==> config.mk <==
export PLATFORM = sky130hd
export DESIGN_NAME = tts_front
export DESIGN_NICKNAME = d
export VERILOG_FILES = /design/src/rtl/core/tts_pkg.sv /design/src/rtl/core/tts_front.sv
export SDC_FILE = /design/constraint.sdc
export NUM_CORES = 1
export LEC_CHECK = 0
export BUFFER_PORTS_ARGS = -buffer_cell sky130_fd_sc_hd__buf_2
export CAP_MARGIN = 20
export CORE_MARGIN = 5
export CORE_UTILIZATION = 45
export CTS_CLUSTER_DIAMETER = 30
export DETAILED_ROUTE_END_ITERATION = 6
export GPL_ROUTABILITY_DRIVEN = 0
export PLACE_DENSITY = 0.71
export REMOVE_ABC_BUFFERS = 1
export SYNTH_ARGS = -nofsm -noshare
export SYNTH_HDL_FRONTEND = slang
export SYNTH_SLANG_ARGS = --single-unit
export TNS_END_PERCENT = 1
==> constraint.sdc <==
create_clock -name i_clk -period 14.37 [get_ports i_clk]
set_clock_uncertainty 0.05 [all_clocks]
set_input_delay 2.874 -clock i_clk [delete_from_list [all_inputs] [get_ports i_clk]]
set_output_delay 2.874 -clock i_clk [all_outputs]
set_load 0.005 [all_outputs]
==> src/rtl/core/tts_pkg.sv <==
// shared types, constants and codes for the task table scheduler
`timescale 1ns / 1ps
`default_nettype none
package tts_pkg;
    localparam int TASK_SLOTS = 32;
    localparam int LOCK_COUNT = 8;
    localparam int SLOT_W = $clog2(TASK_SLOTS);
    localparam int LOCK_W = $clog2(LOCK_COUNT);
    localparam int SCNT_W = $clog2(TASK_SLOTS + 1);

    localparam logic [2:0] K_CREATE  = 3'd0;
    localparam logic [2:0] K_EXIT    = 3'd1;
    localparam logic [2:0] K_YIELD   = 3'd2;
    localparam logic [2:0] K_DELAY   = 3'd3;
    localparam logic [2:0] K_SCHED   = 3'd4;
    localparam logic [2:0] K_ACQUIRE = 3'd5;
    localparam logic [2:0] K_RELEASE = 3'd6;

    localparam logic [2:0] ST_FREE     = 3'd0;
    localparam logic [2:0] ST_SLEEPING = 3'd1;
    localparam logic [2:0] ST_BLOCKED  = 3'd2;
    localparam logic [2:0] ST_RUNNING  = 3'd3;
    localparam logic [2:0] ST_READY    = 3'd4;

    localparam logic [3:0] RC_DONE       = 4'd0;
    localparam logic [3:0] RC_NOSLOT     = 4'd1;
    localparam logic [3:0] RC_NOCUR      = 4'd2;
    localparam logic [3:0] RC_RUNNING    = 4'd3;
    localparam logic [3:0] RC_GRANTED    = 4'd4;
    localparam logic [3:0] RC_BLOCKED    = 4'd5;
    localparam logic [3:0] RC_DISPATCHED = 4'd6;
    localparam logic [3:0] RC_SLEEP      = 4'd7;
    localparam logic [3:0] RC_NOTHING    = 4'd8;

    localparam logic [1:0] CFG_TPM    = 2'd0;
    localparam logic [1:0] CFG_SLICE  = 2'd1;
    localparam logic [1:0] CFG_MARGIN = 2'd2;
    localparam logic [1:0] CFG_LEAD   = 2'd3;

    typedef struct packed {
        logic [2:0]  kind;
        logic [63:0] now;
        logic [31:0] delay_ms;
        logic [2:0]  lock_id;
    } t_item;

    typedef struct packed {
        logic [3:0]  result_code;
        logic [4:0]  task_id;
        logic [63:0] alarm_time;
    } t_result;
endpackage
`default_nettype wire

==> src/rtl/core/tts_front.sv <==
// input stage and two-entry item queue
`timescale 1ns / 1ps
`default_nettype none
module tts_front (
    input  wire  i_clk,
    input  wire  i_rst_n,
    input  wire  i_valid,
    output logic o_ready,
    input  wire  tts_pkg::t_item i_item,
    output logic o_valid,
    input  wire  i_ready,
    output tts_pkg::t_item o_item
);
    tts_pkg::t_item r_q [2];
    logic r_wp, r_rp;
    logic [1:0] r_cnt;
    logic push, pop;

    assign o_ready = (r_cnt != 2'd2);
    assign o_valid = (r_cnt != 2'd0);
    assign o_item  = r_q[r_rp];
    assign push = i_valid && o_ready;
    assign pop  = o_valid && i_ready;

    always_ff @(posedge i_clk) begin
        if (push) begin
            r_q[r_wp] <= i_item;
        end
        if (!i_rst_n) begin
            r_wp <= 1'b0;
            r_rp <= 1'b0;
            r_cnt <= 2'd0;
        end else begin
            if (push) r_wp <= ~r_wp;
            if (pop) r_rp <= ~r_rp;
            r_cnt <= r_cnt + {1'b0, push} - {1'b0, pop};
        end
    end
endmodule
`default_nettype wire

==> impl_results.rst <==
.. list-table::
   :header-rows: 1

   * - Metric
     - Value
   * - Level count of the clock H-tree
     - 2
   * - Type of the worst setup path
     - flip-flop to primary output
   * - Yosys reg bits
     - between 200 and 250
   * - Die area
     - about 20000 um^2
   * - Number of buffers added by the clock tree synthesis step
     - a little over 40
   * - Post-synth top area cell
     - edfxtp_1
   * - Post-synthesis xor/xnor area fraction
     - less than 1%
   * - Final period util
     - between 40% and 50%
   * - Number of buffers inserted by post-CTS setup repair
     - 0
   * - Critical-path cell list
     - buf_4 > mux2_2 > buf_2
   * - Reported max-cap violation count
     - 0
   * - Adder-cell area share of the yosys netlist
     - less than 1%
   * - Via total after detailed routing
     - roughly 4.0k
   * - Worst skew pair latency
     - ~500 ps
   * - CTS sink count
     - between 200 and 250
   * - I/O pin cnt
     - 210
   * - Count of synthesis-stage warnings from yosys
     - 0
   * - Std-Cell Rows
     - 48
   * - CP arrival
     - roughly 2900 ps
   * - Final hold vios
     - 0
   * - Antenna viol nets, final
     - 0
   * - Reg clk slew, reported paths
     - 40 ps
   * - Flip-flop cell with the highest count after synthesis
     - edfxtp_1
   * - HPWL Detailed
     - around 9.6 mm
   * - Number of pins exceeding their max-slew limit in the final report
     - 0
   * - Achievable Freq
     - about 0.17 GHz
   * - Class of the tightest hold or removal check
     - flip-flop to flip-flop
   * - Leakage power summed over all cells
     - ~4.2 nW
   * - Relative slew slack
     - about 36%
   * - Final nets
     - slightly below 700
   * - Share of synthesized area occupied by flip-flops and latches
     - approximately 79%
   * - Mapped Cells
     - about 340
   * - EDFF count, synth
     - between 200 and 250
   * - Chip Width
     - about 140 um
   * - Area added between synthesis and finish
     - 33.8%
   * - Capturing element type of the critical path
     - primary output
   * - P per Cell Area
     - 201 nW/um^2
   * - Global routing usage summed across all routing layers
     - roughly 15%
   * - Average cell area after synthesis
     - approximately 23 um^2
   * - Maximum vdd ir drop
     - roughly 0.13 mV
   * - Result of the run
     - completed
   * - Max Buffers Root-to-Sink
     - 3
   * - Number of global-route vias before repair
     - approximately 4.6k
   * - CP required
     - 11450 ps
   * - Wire length of the first global-routing pass
     - about 23 mm
   * - TritonCTS clock tree
     - built
   * - Standard cell with the maximum stage delay on the critical path
     - dfxtp_4
   * - Sort of element at the start of the critical path
     - flip-flop
   * - Number of antenna violations at the first check in global routing
     - 2
   * - Slew @ Worst Pin
     - between 900 and 1000 ps
   * - Final global-route overflow total
     - 0
   * - Routed len/inst
     - about 18 um
   * - Main combinational cell family by area after synthesis
     - multiplexers
   * - Antenna fix cells
     - 0
   * - RSZ-0062 raised after global routing
     - no
   * - Proportion of netlist area held by the largest area contributor
     - about 77%
   * - Initial Utilization
     - 45.8%
   * - Post-cts repair resize count
     - 0
   * - Pin count of the biggest net entering global routing
     - just under 60
   * - Final critical path time including I/O delays and setup
     - roughly 5800 ps
   * - Share of synthesized flip-flops with an asynchronous set or reset
     - 0%
   * - Portion of netlist area occupied by mux cells
     - a little under a fifth
   * - Fraction of layout instances using a drive strength above 1
     - between 60% and 70%
   * - Detailed router's first-iteration violation count
     - ~180
   * - Number of detailed-route iterations in the first pass
     - 4
   * - Via density per instance
     - roughly 4.8
   * - Count of distinct cell types in the synthesized netlist
     - 19
   * - Compound-Gate Fraction of Synth Area
     - 0.0948%
   * - Largest stage delay on the critical path
     - ~900 ps
   * - Area of the mapped netlist
     - 7920 um^2
   * - Cell at the root of the clock tree
     - clkbuf_16
   * - Final WL
     - roughly 15 mm
   * - Largest driver fanout on the critical path
     - 53
   * - Area fraction in and, or, nand and nor cells after synthesis
     - less than 1%
   * - Remaining design rule violation count
     - 0
   * - Cell with the most instances after synthesis
     - edfxtp_1
   * - # setup viols final
     - 0
   * - Die Y-Extent
     - 143 um
   * - Number of buffer and inverter instances along the worst setup path
     - 2
   * - Post-cts hold buffer count
     - 0
   * - Ranking of synthesized cells by area
     - edfxtp_1, mux2_4, mux2_2
   * - Port bufs
     - roughly 210
   * - Placement Cell Area
     - between 9000 and 10000 um^2
   * - CORE AREA
     - approximately 17000 um^2
   * - Crit-path leading delay family
     - buffers and inverters
   * - Post-Route Setup TNS
     - 0 ps
   * - Fill cells
     - approximately 1.3k
   * - Finished layout cell area
     - 10600 um^2
   * - List of most frequent post-synthesis cells
     - edfxtp_1, mux2_4, mux2_2, buf_6, dfxtp_1
final cells by class:
| cell class | count | area (um^2) | share of cell area [%] |
|---|---|---|---|
| sequential | 209 | 6230 | 58.8 |
| timing repair buffer | 213 | 1080 | 10.2 |
| multi-input combinational | 120 | 1590 | 15.0 |
| tap | 225 | 282 | 2.66 |
| inverter | 1 | 3.75 | 0.0354 |
| clock buffer | 48 | 1100 | 10.4 |
| clock inverter | 28 | 305 | 2.88 |
tightest hold or removal path, stage by stage, from the launching register on:
cell and delay [ps]:
dfxtp_1 350, nand2_1 70, mux2i_1 60
metrics by stage:
stage / power [W] / worst slack (ps) / cells / utilization [%] / hold WS (ps)
floorplan: 0.00109 / 6540 / 330 / - / 405
global placement: 0.00120 / 9090 / 768 / 53.1 / 460
detailed placement: 0.00121 / 9040 / 768 / 53.1 / 470
CTS: 0.00216 / 8520 / 844 / 61.2 / 475
global route: 0.00222 / 8400 / 844 / 61.2 / 518
finish: 0.00213 / 8560 / 844 / 61.2 / 476
path summary, 6_finish.rpt:
path	start	to	slack (ps)	depth (start not counted)
worst min register to register	r_wp$_SDFFE_PN0N_	r_wp$_SDFFE_PN0N_	480	2
worst min-delay path	r_wp$_SDFFE_PN0N_	r_wp$_SDFFE_PN0N_	480	2
worst max-delay path	flip-flop	o_item[2]	8560	3
worst max register to register	r_cnt[0]$_SDFF_PN0_	r_q[1][39]$_DFFE_PP_	11980	3
sequential cells by signal (all words and copies together), names as in the netlist, named ones only:
| register | cells |
|---|---|
| r_q | 204 |
| r_rp | 1 |
| r_cnt | 2 |
| r_wp | 1 |
layer usage:
| metal | global-route usage (%) | part of all wire [%] | vias up |
|---|---|---|---|
| met5 | 0 | 0.18 | - |
| met4 | 4.90 | 1.3 | 4 |
| met2 | 24.9 | 50 | 158 |
| met3 | 5.86 | 9.1 | 25 |
| li1 | - | - | 1857 |
| met1 | 17.2 | 39 | 1965 |
cell families (layout without fill, tap and decap cells):
kind of cell / count (synthesis) / count (layout)
flops: 209 / 209
mux: 103 / 103
buf+inv: 12 / 290
simple gates: 11 / 11
xor+xnor: 3 / 3
fa+ha+maj: 2 / 2
compound gates: 1 / 1
placed cells by master (no fill, tap or decap):
master and n:
buf_2 209, edfxtp_1 204, mux2_4 80, clkbuf_16 43, mux2_2 22, clkinv_1 6, clkinvlp_4 6, bufinv_16 5
inv_6 4, clkbuf_1 4, buf_4 4, dfxtp_1 4, xnor2_1 3, clkinv_4 3, clkinv_2 3, nand2b_1 2
nand2_1 2, nor2b_1 2, and2_1 2, ha_1 2, o21a_1 1, or2_2 1, inv_1 1, and3_4 1
nor2_4 1, mux2i_1 1, dfxtp_4 1, inv_8 1, clkbuf_8 1
power breakdown:
part / total [W] / switching, W / internal [W]
sequential: 0.000812 / 0.0000431 / 0.000769
clock: 0.000943 / 0.000301 / 0.000643
combinational: 0.000375 / 0.000161 / 0.000214
Power figures use the tool's default switching activity.
